**src/design/pfs_pkg.sv**
```systemverilog
`default_nettype none

package pfs_pkg;

	// Storage sizes.
	localparam int MAX_PIXELS      = 64;
	localparam int PALETTE_ENTRIES = 16;
	localparam int PIX_AW          = $clog2(MAX_PIXELS);
	localparam int PAL_AW          = $clog2(PALETTE_ENTRIES);
	localparam int GRID_DIM_MAX    = 8;

	// Field widths.
	localparam int CMD_W   = 3;
	localparam int COORD_W = 8;
	localparam int CI_W    = 8;
	localparam int COLOR_W = 32;
	localparam int KIND_W  = 2;
	localparam int POS_W   = 6;
	localparam int PV_W    = 4;
	localparam int DIM_W   = 4;
	localparam int LEN_W   = 7;
	localparam int CFG_IDX_W  = 2;
	localparam int CFG_DATA_W = 7;

	// Command codes.
	localparam logic [CMD_W-1:0] CMD_SET_PIXEL   = 3'd0;
	localparam logic [CMD_W-1:0] CMD_READ_PIXEL  = 3'd1;
	localparam logic [CMD_W-1:0] CMD_FILL        = 3'd2;
	localparam logic [CMD_W-1:0] CMD_SET_PALETTE = 3'd3;
	localparam logic [CMD_W-1:0] CMD_DRAW        = 3'd4;

	// Result kinds.
	localparam logic [KIND_W-1:0] KIND_READBACK = 2'd0;
	localparam logic [KIND_W-1:0] KIND_STRIP    = 2'd1;
	localparam logic [KIND_W-1:0] KIND_SHOW     = 2'd2;

	// Configuration register indexes.
	localparam logic [CFG_IDX_W-1:0] CFG_GRID_WIDTH   = 2'd0;
	localparam logic [CFG_IDX_W-1:0] CFG_GRID_HEIGHT  = 2'd1;
	localparam logic [CFG_IDX_W-1:0] CFG_STRIP_LENGTH = 2'd2;

	// Commands from the controller to the datapath.
	typedef struct packed {
		logic load;        // latch the request fields and rewind the counter
		logic step;        // advance the pixel counter
		logic clr_wr;      // write zero at the counter address
		logic fill_wr;     // write the fill index at the counter address
		logic set_wr;      // write one pixel if it is in range
		logic pal_wr;      // write one palette entry if it is in range
		logic rd_pix;      // issue a pixel readback
		logic draw_issue;  // issue one scan position of a draw
		logic show_issue;  // issue the single show result
	} ctrl_cmd_t;

	// Status from the datapath to the controller.
	typedef struct packed {
		logic idx_full;    // counter at the last memory entry
		logic idx_last;    // counter at the last pixel in use
		logic fill_ok;     // fill index valid and grid not empty
		logic draw_empty;  // a draw emits no strip write
		logic pipe_busy;   // a result is still on its way out
	} ctrl_stat_t;

	// Palette contents after reset.
	function automatic logic [COLOR_W-1:0] palette_reset(input logic [PAL_AW-1:0] idx);
		logic [COLOR_W-1:0] val;
		unique case (idx)
			4'd1:    val = 32'h00FF_0000;
			4'd2:    val = 32'h0000_FF00;
			4'd3:    val = 32'h0000_00FF;
			4'd4:    val = 32'h00FF_FFFF;
			default: val = 32'h0000_0000;
		endcase
		return val;
	endfunction

endpackage

`default_nettype wire

```
**src/design/pfs_ctrl.sv**
```systemverilog
`default_nettype none

module pfs_ctrl (
	input  wire logic                       clk,
	input  wire logic                       arst_n,
	input  wire logic                       start,
	input  wire logic [pfs_pkg::CMD_W-1:0]  cmd,
	input  wire pfs_pkg::ctrl_stat_t        stat,
	output logic                            busy,
	output pfs_pkg::ctrl_cmd_t              ctl
);

	typedef enum logic [6:0] {
		ST_CLEAR   = 7'b0000001,
		ST_IDLE    = 7'b0000010,
		ST_SETPIX  = 7'b0000100,
		ST_READPIX = 7'b0001000,
		ST_SETPAL  = 7'b0010000,
		ST_FILL    = 7'b0100000,
		ST_DRAW    = 7'b1000000
	} state_t;

	state_t state_q;
	state_t state_d;
	logic   accept;

	// Busy while a sequence runs or a result is still in flight.
	assign busy   = (state_q != ST_IDLE) || stat.pipe_busy;
	assign accept = start && !busy;

	// Next state and datapath commands.
	always_comb begin
		state_d = state_q;
		ctl     = '0;
		unique case (state_q)
			ST_CLEAR: begin
				ctl.clr_wr = 1'b1;
				ctl.step   = 1'b1;
				if (stat.idx_full) begin
					state_d = ST_IDLE;
				end
			end
			ST_IDLE: begin
				if (accept) begin
					ctl.load = 1'b1;
					unique case (cmd)
						pfs_pkg::CMD_SET_PIXEL:   state_d = ST_SETPIX;
						pfs_pkg::CMD_READ_PIXEL:  state_d = ST_READPIX;
						pfs_pkg::CMD_FILL:        state_d = ST_FILL;
						pfs_pkg::CMD_SET_PALETTE: state_d = ST_SETPAL;
						pfs_pkg::CMD_DRAW:        state_d = ST_DRAW;
						default:                  state_d = ST_IDLE;
					endcase
				end
			end
			ST_SETPIX: begin
				ctl.set_wr = 1'b1;
				state_d    = ST_IDLE;
			end
			ST_READPIX: begin
				ctl.rd_pix = 1'b1;
				state_d    = ST_IDLE;
			end
			ST_SETPAL: begin
				ctl.pal_wr = 1'b1;
				state_d    = ST_IDLE;
			end
			ST_FILL: begin
				if (!stat.fill_ok) begin
					state_d = ST_IDLE;
				end else begin
					ctl.fill_wr = 1'b1;
					ctl.step    = 1'b1;
					if (stat.idx_last) begin
						state_d = ST_IDLE;
					end
				end
			end
			ST_DRAW: begin
				if (stat.draw_empty) begin
					ctl.show_issue = 1'b1;
					state_d        = ST_IDLE;
				end else begin
					ctl.draw_issue = 1'b1;
					ctl.step       = 1'b1;
					if (stat.idx_last) begin
						state_d = ST_IDLE;
					end
				end
			end
			default: begin
				state_d = ST_IDLE;
			end
		endcase
	end

	// State register; reset starts the clearing pass.
	always_ff @(posedge clk or negedge arst_n) begin
		if (!arst_n) begin
			state_q <= ST_CLEAR;
		end else begin
			state_q <= state_d;
		end
	end

endmodule

`default_nettype wire

```
**src/design/pfs_datapath.sv**
```systemverilog
`default_nettype none

module pfs_datapath (
	input  wire logic                            clk,
	input  wire logic                            arst_n,
	input  wire pfs_pkg::ctrl_cmd_t              ctl,
	output pfs_pkg::ctrl_stat_t                  stat,
	input  wire logic                            cfg_we,
	input  wire logic [pfs_pkg::CFG_IDX_W-1:0]   cfg_index,
	input  wire logic [pfs_pkg::CFG_DATA_W-1:0]  cfg_data,
	input  wire logic [pfs_pkg::COORD_W-1:0]     col,
	input  wire logic [pfs_pkg::COORD_W-1:0]     row,
	input  wire logic [pfs_pkg::CI_W-1:0]        color_index,
	input  wire logic [pfs_pkg::COLOR_W-1:0]     color_word,
	output logic                                 result_valid,
	output logic [pfs_pkg::KIND_W-1:0]           kind,
	output logic [pfs_pkg::POS_W-1:0]            strip_pos,
	output logic [pfs_pkg::COLOR_W-1:0]          led_color,
	output logic [pfs_pkg::PV_W-1:0]             pixel_value,
	output logic                                 last
);

	localparam logic [pfs_pkg::PIX_AW-1:0] PIX_LAST = pfs_pkg::PIX_AW'(pfs_pkg::MAX_PIXELS - 1);
	localparam logic [pfs_pkg::DIM_W-1:0]  DIM_MAX  = pfs_pkg::DIM_W'(pfs_pkg::GRID_DIM_MAX);

	// Configuration registers.
	logic [pfs_pkg::DIM_W-1:0] grid_width_q;
	logic [pfs_pkg::DIM_W-1:0] grid_height_q;
	logic [pfs_pkg::LEN_W-1:0] strip_length_q;

	// Latched request fields.
	logic [pfs_pkg::COORD_W-1:0] col_q;
	logic [pfs_pkg::COORD_W-1:0] row_q;
	logic [pfs_pkg::CI_W-1:0]    ci_q;
	logic [pfs_pkg::COLOR_W-1:0] cw_q;

	// Pixel counter, memories and read data.
	logic [pfs_pkg::PIX_AW-1:0]  idx_q;
	logic [pfs_pkg::PV_W-1:0]    pix_mem [pfs_pkg::MAX_PIXELS];
	logic [pfs_pkg::PV_W-1:0]    rd_q;
	logic [pfs_pkg::COLOR_W-1:0] palette_q [pfs_pkg::PALETTE_ENTRIES];

	// Derived grid values.
	logic [pfs_pkg::DIM_W-1:0]   w_eff;
	logic [pfs_pkg::DIM_W-1:0]   h_eff;
	logic [2*pfs_pkg::DIM_W-1:0] wh_full;
	logic [pfs_pkg::LEN_W-1:0]   wh;
	logic [pfs_pkg::LEN_W-1:0]   wh_m1;
	logic [pfs_pkg::LEN_W-1:0]   pos;
	logic [pfs_pkg::LEN_W-1:0]   cell_sum;
	logic [pfs_pkg::PIX_AW-1:0]  cell_addr;
	logic                        in_range;
	logic                        ci_ok;
	logic                        set_ok;
	logic                        emit;

	// Memory port selection.
	logic                        mem_we;
	logic [pfs_pkg::PIX_AW-1:0]  waddr;
	logic [pfs_pkg::PIX_AW-1:0]  raddr;
	logic [pfs_pkg::PV_W-1:0]    wdata;

	// Issue stage.
	logic                        v_s1;
	logic [pfs_pkg::KIND_W-1:0]  kind_s1;
	logic [pfs_pkg::POS_W-1:0]   pos_s1;
	logic                        last_s1;
	logic                        inrange_s1;

	// Configuration writes.
	always_ff @(posedge clk or negedge arst_n) begin
		if (!arst_n) begin
			grid_width_q   <= DIM_MAX;
			grid_height_q  <= DIM_MAX;
			strip_length_q <= pfs_pkg::LEN_W'(pfs_pkg::MAX_PIXELS);
		end else if (cfg_we) begin
			unique case (cfg_index)
				pfs_pkg::CFG_GRID_WIDTH:   grid_width_q   <= cfg_data[pfs_pkg::DIM_W-1:0];
				pfs_pkg::CFG_GRID_HEIGHT:  grid_height_q  <= cfg_data[pfs_pkg::DIM_W-1:0];
				pfs_pkg::CFG_STRIP_LENGTH: strip_length_q <= cfg_data;
				default: begin
				end
			endcase
		end
	end

	// Dimensions saturate at the grid maximum.
	assign w_eff   = (grid_width_q > DIM_MAX) ? DIM_MAX : grid_width_q;
	assign h_eff   = (grid_height_q > DIM_MAX) ? DIM_MAX : grid_height_q;
	assign wh_full = {{pfs_pkg::DIM_W{1'b0}}, w_eff} * {{pfs_pkg::DIM_W{1'b0}}, h_eff};
	assign wh      = wh_full[pfs_pkg::LEN_W-1:0];
	assign wh_m1   = wh - pfs_pkg::LEN_W'(1);

	// Scan position i maps to flipped strip position w*h-1-i.
	assign pos  = wh_m1 - {1'b0, idx_q};
	assign emit = pos < strip_length_q;

	// Single-pixel address and range check.
	assign in_range  = (col_q < {4'd0, w_eff}) && (row_q < {4'd0, h_eff});
	assign cell_sum  = ({4'd0, row_q[2:0]} * {3'd0, w_eff}) + {4'd0, col_q[2:0]};
	assign cell_addr = cell_sum[pfs_pkg::PIX_AW-1:0];
	assign ci_ok     = (ci_q[pfs_pkg::CI_W-1:pfs_pkg::PAL_AW] == '0);
	assign set_ok    = in_range && ci_ok;

	// Status toward the controller.
	always_comb begin
		stat            = '0;
		stat.idx_full   = (idx_q == PIX_LAST);
		stat.idx_last   = ({1'b0, idx_q} == wh_m1);
		stat.fill_ok    = ci_ok && (wh != '0);
		stat.draw_empty = (wh == '0) || (strip_length_q == '0);
		stat.pipe_busy  = v_s1;
	end

	// Request fields are latched on acceptance.
	always_ff @(posedge clk) begin
		if (ctl.load) begin
			col_q <= col;
			row_q <= row;
			ci_q  <= color_index;
			cw_q  <= color_word;
		end
	end

	// Pixel counter for the clearing pass, fill and draw.
	always_ff @(posedge clk or negedge arst_n) begin
		if (!arst_n) begin
			idx_q <= '0;
		end else if (ctl.load) begin
			idx_q <= '0;
		end else if (ctl.step) begin
			idx_q <= idx_q + pfs_pkg::PIX_AW'(1);
		end
	end

	// Pixel memory port selection.
	assign mem_we = ctl.clr_wr || ctl.fill_wr || (ctl.set_wr && set_ok);
	assign waddr  = (ctl.clr_wr || ctl.fill_wr) ? idx_q : cell_addr;
	assign wdata  = ctl.clr_wr ? '0 : ci_q[pfs_pkg::PV_W-1:0];
	assign raddr  = ctl.draw_issue ? idx_q : cell_addr;

	// Pixel memory with registered read.
	always_ff @(posedge clk) begin
		if (mem_we) begin
			pix_mem[waddr] <= wdata;
		end
		rd_q <= pix_mem[raddr];
	end

	// Palette table with its reset colors.
	always_ff @(posedge clk or negedge arst_n) begin
		if (!arst_n) begin
			for (int i = 0; i < pfs_pkg::PALETTE_ENTRIES; i++) begin
				palette_q[pfs_pkg::PAL_AW'(i)] <= pfs_pkg::palette_reset(pfs_pkg::PAL_AW'(i));
			end
		end else if (ctl.pal_wr && ci_ok) begin
			palette_q[ci_q[pfs_pkg::PAL_AW-1:0]] <= cw_q;
		end
	end

	// Issue stage, aligned with the memory read.
	always_ff @(posedge clk or negedge arst_n) begin
		if (!arst_n) begin
			v_s1 <= 1'b0;
		end else begin
			v_s1 <= ctl.rd_pix || ctl.show_issue || (ctl.draw_issue && emit);
		end
	end

	always_ff @(posedge clk) begin
		priority if (ctl.rd_pix) begin
			kind_s1 <= pfs_pkg::KIND_READBACK;
		end else if (ctl.show_issue) begin
			kind_s1 <= pfs_pkg::KIND_SHOW;
		end else begin
			kind_s1 <= pfs_pkg::KIND_STRIP;
		end
		pos_s1     <= pos[pfs_pkg::POS_W-1:0];
		last_s1    <= ctl.rd_pix || ctl.show_issue || (pos == '0);
		inrange_s1 <= in_range;
	end

	// Output register: palette lookup and field zeroing.
	always_ff @(posedge clk or negedge arst_n) begin
		if (!arst_n) begin
			result_valid <= 1'b0;
		end else begin
			result_valid <= v_s1;
		end
	end

	always_ff @(posedge clk) begin
		kind        <= kind_s1;
		last        <= last_s1;
		strip_pos   <= (kind_s1 == pfs_pkg::KIND_STRIP) ? pos_s1 : '0;
		led_color   <= (kind_s1 == pfs_pkg::KIND_STRIP) ? palette_q[rd_q] : '0;
		pixel_value <= ((kind_s1 == pfs_pkg::KIND_READBACK) && inrange_s1) ? rd_q : '0;
	end

endmodule

`default_nettype wire

```
**src/design/palette_framebuffer_flip_scanout.sv**
```systemverilog
// Channel   Ports                                          Handshake
// request   cmd, col, row, color_index, color_word         start high and busy low
// result    kind, strip_pos, led_color, pixel_value, last  result_valid, one cycle
// config    cfg_index, cfg_data                            cfg_we, no wait
//
// Set pixel, palette write and an ignored fill hold busy only for their own controller
// state; read pixel and a draw that only shows also hold it until their result is out.
// Fill and draw walk the w*h pixels one pixel a cycle through the counter and the pixel memory. An unknown
// command is taken without raising busy. Each result passes through the issue stage and
// the output register. After reset a clearing pass zeroes the 64-entry pixel memory
// while busy is high. Results cannot be stalled; each is shown for exactly one cycle.
`default_nettype none

module palette_framebuffer_flip_scanout (
	input  wire logic                            clk,
	input  wire logic                            arst_n,
	input  wire logic                            start,
	output logic                                 busy,
	input  wire logic [pfs_pkg::CMD_W-1:0]       cmd,
	input  wire logic [pfs_pkg::COORD_W-1:0]     col,
	input  wire logic [pfs_pkg::COORD_W-1:0]     row,
	input  wire logic [pfs_pkg::CI_W-1:0]        color_index,
	input  wire logic [pfs_pkg::COLOR_W-1:0]     color_word,
	input  wire logic                            cfg_we,
	input  wire logic [pfs_pkg::CFG_IDX_W-1:0]   cfg_index,
	input  wire logic [pfs_pkg::CFG_DATA_W-1:0]  cfg_data,
	output logic                                 result_valid,
	output logic [pfs_pkg::KIND_W-1:0]           kind,
	output logic [pfs_pkg::POS_W-1:0]            strip_pos,
	output logic [pfs_pkg::COLOR_W-1:0]          led_color,
	output logic [pfs_pkg::PV_W-1:0]             pixel_value,
	output logic                                 last
);

	pfs_pkg::ctrl_cmd_t  ctl;
	pfs_pkg::ctrl_stat_t stat;

	// Sequencer.
	pfs_ctrl u_ctrl (
		.clk    (clk),
		.arst_n (arst_n),
		.start  (start),
		.cmd    (cmd),
		.stat   (stat),
		.busy   (busy),
		.ctl    (ctl)
	);

	// Storage, address logic and result pipeline.
	pfs_datapath u_datapath (
		.clk          (clk),
		.arst_n       (arst_n),
		.ctl          (ctl),
		.stat         (stat),
		.cfg_we       (cfg_we),
		.cfg_index    (cfg_index),
		.cfg_data     (cfg_data),
		.col          (col),
		.row          (row),
		.color_index  (color_index),
		.color_word   (color_word),
		.result_valid (result_valid),
		.kind         (kind),
		.strip_pos    (strip_pos),
		.led_color    (led_color),
		.pixel_value  (pixel_value),
		.last         (last)
	);

endmodule

`default_nettype wire

```
**config.mk**
```make
export PLATFORM = sky130hd
export DESIGN_NAME = palette_framebuffer_flip_scanout
export DESIGN_NICKNAME = d
export VERILOG_FILES = /design/src/design/pfs_pkg.sv /design/src/design/pfs_ctrl.sv /design/src/design/pfs_datapath.sv /design/src/design/palette_framebuffer_flip_scanout.sv
export SDC_FILE = /design/constraint.sdc
export NUM_CORES = 1
export LEC_CHECK = 0
export ABC_AREA = 1
export BUFFER_PORTS_ARGS = -buffer_cell sky130_fd_sc_hd__buf_2
export CAP_MARGIN = 30
export CORE_ASPECT_RATIO = 1.1
export CORE_UTILIZATION = 44
export CTS_CLUSTER_DIAMETER = 80
export DETAILED_ROUTE_END_ITERATION = 8
export PLACE_DENSITY = 0.62
export SYNTH_ARGS = -nofsm -noshare
export SYNTH_HDL_FRONTEND = slang
export SYNTH_SLANG_ARGS = --single-unit
export TNS_END_PERCENT = 10
```
**constraint.sdc**
```tcl
create_clock -name clk -period 7.05 [get_ports clk]
set_input_delay 1.41 -clock clk [delete_from_list [all_inputs] [get_ports clk]]
set_output_delay 1.41 -clock clk [all_outputs]
set_load 0.01 [all_outputs]
```
Yosys cells after proc, flatten, opt, wreduce, memory -nomap -nowiden
Memories as Yosys holds them, arrays and structs flattened. A register that Yosys moved wholly into a read port is not among the register bits.
Index checks and enable logic that the tools add are counted.
Widths: inputs -> output; s select.
{ "totals": {"reg_bits": 653, "ramBits": 256, "inputBits": 72, "word_cells": 138, "n_memories": 1} }
{ "memory_table": {"columns": ["name", "depth", "width", "read_ports", "rd_clocked_by_memory_dff", "write_ports", "line_no", "rtl"], "rows": [
  ["u_datapath.pix_mem", 64, 4, 1, 1, 1, "pfs_datapath.sv:39", "logic [pfs_pkg::PV_W-1:0] pix_mem [pfs_pkg::MAX_PIXELS];"]
]} }
{ "classes": {"n_addsub": 4, "n_mul": 2, "magnitude_cmp": 8, "n_eq_ne": 19, "mux": 35, "bitwise": 2, "reduce_logical": 31} }
{ "ops": {"columns": ["operator", "count"], "rows": [
  ["$bwmux 512", 1],
  ["$bmux 32 s4", 1],
  ["$demux 32 s4", 1],
  ["$mux 32", 3],
  ["$mux 7", 5],
  ["$pmux 7 s5", 1],
  ["$pmux 7 s4", 1],
  ["$mux 6", 4],
  ["$logic_not 7->1", 3],
  ["$lt 8x4->1", 2],
  ["$mux 1", 12],
  ["$mux 4", 3],
  ["$ge 5x5->1 const B", 2],
  ["$not 4->5", 2],
  ["$reduce_and 2->1", 5],
  ["$logic_and 1x1->1", 9],
  ["$gt 4x4->1 const B", 2],
  ["$eq 6x7->1", 1],
  ["$eq 7x1->1 const B", 1],
  ["$eq 7x2->1 const B", 1],
  ["$eq 7x3->1 const B", 1],
  ["$eq 7x4->1 const B", 1],
  ["$eq 7x5->1 const B", 1],
  ["$eq 7x6->1 const B", 1],
  ["other kinds (27)", 37]
]} }

Longest topological paths before layout
{ "depth": {"word_depth": 11, "mapped_depth": 28} }

By module
A second synthesis with hierarchy kept.
{ "hier_totals": {"hier_cells": 3786, "area_unflattened_um2": 39384.0} }
{ "by_module_without_submodules": {"columns": ["module", "instances", "cells_per_inst", "area_each_um2", "seq_area_each_um2"], "rows": [
  ["pfs_datapath", 1, 3697, 38744.7, 25283.0],
  ["pfs_ctrl", 1, 89, 639.4, 176.4]
]} }

Worst setup path before layout
No wires, ideal clock.
{ "synth_timing": {"path_kind": "flip-flop to flip-flop", "start": "reg u_datapath.grid_width_q[3] in the netlist's numbering", "end": "mem u_datapath.pix_mem[15][0] in the netlist's numbering, enable pin", "arrival_time_ns": 4.413, "t_required_ns": 6.721, "setup_slack_ns": 2.308, "path_stages_with_launch": 19, "n_path_buf": 0, "period_less_slack_ns": 4.742, "cell_sequence": "dfstp_2 -> clkinv_1 -> nand2_1 -> or2_2 -> fa_1 -> fa_1 -> inv_1 -> fa_1 -> nor3_1 -> nand2_1 -> nor2_2 -> a21oi_2 -> nand2_1 -> nand2_1 -> o21ai_0 -> inv_1 -> nor3_2 -> nand2_1 -> nor2_1"} }
{ "synth_between": {"elab_chain_cells": 11, "word_cells_on_any_way": 18, "classes_between": "add/sub: 1; mul: 2; order compare: 2; mux: 6; reduce/logical: 7"} }
{ "synth_rtl": {"columns": ["element", "line_no", "rtl"], "rows": [
  ["start, declared", "pfs_datapath.sv:27", "logic [pfs_pkg::DIM_W-1:0] grid_width_q;"],
  ["start signal, assigned", "pfs_datapath.sv:78", "pfs_pkg::CFG_GRID_WIDTH: grid_width_q <= cfg_data[pfs_pkg::DIM_W-1:0];"],
  ["$gt 4x4->1", "pfs_datapath.sv:88", "assign w_eff = (grid_width_q > DIM_MAX) ? DIM_MAX : grid_width_q;"],
  ["$mux 4 *", "pfs_datapath.sv:88", null],
  ["$mul 4x4->7", "pfs_datapath.sv:90", "assign wh_full = {{pfs_pkg::DIM_W{1'b0}}, w_eff} * {{pfs_pkg::DIM_W{1'b0}}, h_eff};"],
  ["$reduce_bool 7->1", "pfs_datapath.sv:110", "stat.fill_ok = ci_ok && (wh != '0);"],
  ["$logic_and 1x1->1", "pfs_datapath.sv:110", null],
  ["$mux 1", "pfs_ctrl.sv:69", "if (!stat.fill_ok) begin"],
  ["$mux 1", "pfs_ctrl.sv:35", "unique case (state_q)"],
  ["$logic_or 1x1->1", "pfs_datapath.sv:137, pfs_datapath.sv:138", null],
  ["$logic_or 1x1->1", "pfs_datapath.sv:137", "assign mem_we = ctl.clr_wr || ctl.fill_wr || (ctl.set_wr && set_ok);"],
  ["$mux 1", "pfs_datapath.sv:144", "if (mem_we) begin"],
  ["$mux 1 (implied by the code)", "pfs_datapath.sv:145", "pix_mem[waddr] <= wdata;"],
  ["end, declared", "pfs_datapath.sv:39", null]
]} }
Mark *: on every way between the ends. The rest lies on a longest branch, timed or not.

Final worst setup path
{ "layout_timing": {"start": "reg u_datapath.grid_width_q[3] in the netlist's numbering", "end": "mem u_datapath.pix_mem[55][3] in the netlist's numbering, enable pin"} }
The elaborated chain is that of the path after synthesis.

==> results.toml <==
[outcome]
status = "completed"

[place]
dpl_cell_area_mm2 = 0.04042
dpl.hpwl_mm = 54.20
io_buffers = 118
gp_congestion = 0.8138
dpl.cell_count = 4801

[timing]
max_freq_ghz = 0.1698
hold_ws_ns = 0.3359
setup_tns_ns = 0
slew_violations = 0
finalClockSkew_ns = 0.02803
hold_violations = 0
fin_crit_sh_pct = 83.54
setup_viol = 0
tightest_slew_ns = 1.065
rsz0062_at_grt = "no"
min_period_ns = 5.890
max_slew_margin_pct = 29.01

[routing]
first_iter_violations = 2217
via_count = 26710
post_drt_wl_per_cell_um = 19.48
ant_nets = 0
wl_mm = 97.02
via_per_inst = 5.364
first_pass_iters = 5
drt_drc_violations_left = 0

[logic_synthesis]
synth.net_count = 3816
synthCells = 3695
yosys.area.top_type = "edfxtp_1"
synth_cell_type_count = 49
syn_area_mm2 = 0.03866
synth.avg_cell_area_um2 = 10.46
postSynthRegisterBits = 913
synthTopCellsByArea = "edfxtp_1 (44%), dfrtp_1 (15%), o21ai_0 (7.0%)"
seq_area_frac_synth_pct = 65.86
ys_warn_count = 0
synth_top_area_share_pct = 44.12

[critical_path]
worst_ep_arrival_time_ns = 6.20
start_kind = "register"
critical_path.max_fanout = 12
crit_path_end_kind = "register"
worstPathCellList = "clkinv_1, nand2_1, or2_2, fa_1, fa_1, inv_1, fa_1, nor3_1, nand2_1, nor2_2, a21oi_2, nand2_1, nand2_1, o21ai_0, inv_1, nor3_2, nand2_1, nor2_1"
required_ns = 7.36
path_common_cell = "nand2_1"
slowest_delay_ns = 0.58
r2r_setup_slack_ns = 1.16
critPathKind = "reg2reg"
r2r_cells = 18
worst-path-buf-inv = 3
critPathSlowestCell = "dfstp_2"
r2r_end = "u_datapath.pix_mem[55][3]"
timing.rr.start = "u_datapath.grid_width_q[3]"
path_delay_family = "simple AND/OR/NAND/NOR gates"

[final_layout]
nets = 3869
area_growth_syn_to_layout_pct = 12.88
fin_util_pct = 50.35
stdcell_count = 4980
diodes = 0
design_area_mm2 = 0.04364
fill_cells = 7732
final_common_cell = "nand2_1"
final_cell_mix = "nand2_1 (607), edfxtp_1 (568), o21ai_0 (538)"
drive_gt1_share_pct = 11.20

[power]
power_leakage_nw = 17.40
ir_drop_v = 0.0002846
p_per_area_mw_per_mm2 = 405.0

[clock_tree]
cts_tree = "yes"
clkLatencyLatePin_ns = 0.65
cts_made_buffers = 95
htreeDepth = 3
post_cts.repair.setup_buffers = 0
clock_path_buffers = 3
root_buffer = "clkbuf_16"
clk_pin_slew_ns = 0.06
hold_buffers = 0
numClockSinks = 913
cts_resized = 0

[floorplanning]
die_w_um = 284.6
dieArea_mm2 = 0.08905
core_mm2 = 0.08667
num_rows = 113
ios = 119
die_h_um = 312.9
start_util_pct = 44.61

[global_routing]
track_usage_pct = 21.87
antenna_found_initial = 4
grt_max_degree = 148
grt_overflow_total = 0
grt_pass1_vias = 26160
grt_pass1_wl_mm = 151.0

[hold_path]
whs_endpoint = "u_datapath.last"
whs_path_depth = 0
min-delay-path-class = "reg2reg"
holdCritStartpoint = "u_datapath.last_s1"

[job]
drv_cap = 0
-- metal layers --
metal	up-vias	share of wire [%]	GRT usage (%)
met5	-	0	0
met4	0	2.4	6.513
met3	147	5.7	3.282
met2	752	49	37.27
met1	13010	43	28.89
li1	12800	-	-
-- flip-flops by register name, indices dropped and copies added (netlist names), 8 cells and up --
register and flops:
u_datapath.col_q 8, u_datapath.led_color 32, u_datapath.pix_mem 256, u_datapath.palette_q 512
u_datapath.ci_q 8, u_datapath.cw_q 32, u_datapath.row_q 8
-- where the power goes --
group          total (W)  internal, W  switching [W]
logic            0.00580      0.00173        0.00407
registers        0.00683      0.00635       0.000479
clock network    0.00505      0.00299        0.00206
-- metrics by stage --
| stage | worst slack (ns) | total power, W |
|---|---|---|
| after detailed placement | 1.235 | 0.01276 |
| final | 1.160 | 0.01768 |
| after global placement | 1.389 | 0.01271 |
| after global routing | 0.7120 | 0.01867 |
| after CTS | 1.239 | 0.01781 |
| after floorplan | 2.308 | 0.01068 |
-- cells in the mapped netlist (all sizes together) --
cell / instances
or2: 4
o21ai: 544
clkinv: 1
a31oi: 3
a21boi: 2
o221ai: 88
nand4: 9
dfstp: 52
clkbuf: 171
ha: 40
dfxtp: 59
o32ai: 2
xor2: 7
nor2: 385
nor4: 10
o31ai: 3
o22ai: 41
nand3b: 20
a311oi: 1
dfrtp: 234
fa: 9
inv: 369
a41oi: 1
a21oi: 48
buf: 36
nand2: 619
o21a: 3
nand3: 294
a221oi: 1
nor3: 20
o211ai: 42
or3: 1
xnor2: 8
edfxtp: 568
-- kinds of logic (layout without fill, tap and decap cells) --
logic type	count (synthesis)	count (layout)	synth area share [%]
buffers and inverters	577	712	5.748
XOR/XNOR	15	15	0.3398
AO/OA/AOI/OAI	779	779	11.51
flip-flops	913	913	65.86
adder cells (fa/ha/maj)	49	49	1.761
AND/OR/NAND/NOR	1362	1362	14.78
-- final cells by class --
cell class                      instances  area [um2]  share of cell area [%]
Timing Repair Buffer                  163       988.4                   2.265
Inverter                              370        1403                   3.214
Tap cell                             1150        1439                   3.297
Clock buffer                          139        2924                   6.700
Clock inverter                         40       300.3                  0.6881
Multi-Input combinational cell       2205       11110                   25.47
Sequential cell                       913       25470                   58.37
-- worst max path at each step --
stage                                    start                        end  slack [ns]  cells past startpoint
global route        u_datapath.grid_width_q[3]  u_datapath.pix_mem[28][0]        0.71                     18
detailed placement  u_datapath.grid_width_q[3]  u_datapath.pix_mem[55][2]        1.24                     18
CTS                 u_datapath.grid_width_q[3]  u_datapath.pix_mem[31][2]        1.24                     18
global placement    u_datapath.grid_width_q[3]  u_datapath.pix_mem[23][0]        1.39                     18
floorplan           u_datapath.grid_width_q[3]  u_datapath.pix_mem[15][0]        2.31                     18
finish              u_datapath.grid_width_q[3]  u_datapath.pix_mem[55][3]        1.16                     18
-- worst reg2reg max path, cell delays in order (launching register included) --
cell and delay (ns):
dfstp_2 0.58, clkinv_1 0.21, nand2_1 0.29, or2_2 0.18
fa_1 0.43, fa_1 0.49, inv_1 0.06, fa_1 0.45
nor3_1 0.32, nand2_1 0.11, nor2_2 0.17, a21oi_2 0.08
nand2_1 0.12, nand2_1 0.24, o21ai_0 0.58, inv_1 0.23
nor3_2 0.26, nand2_1 0.38, nor2_1 0.41
Note: power is estimated with default switching activity, not from simulation.
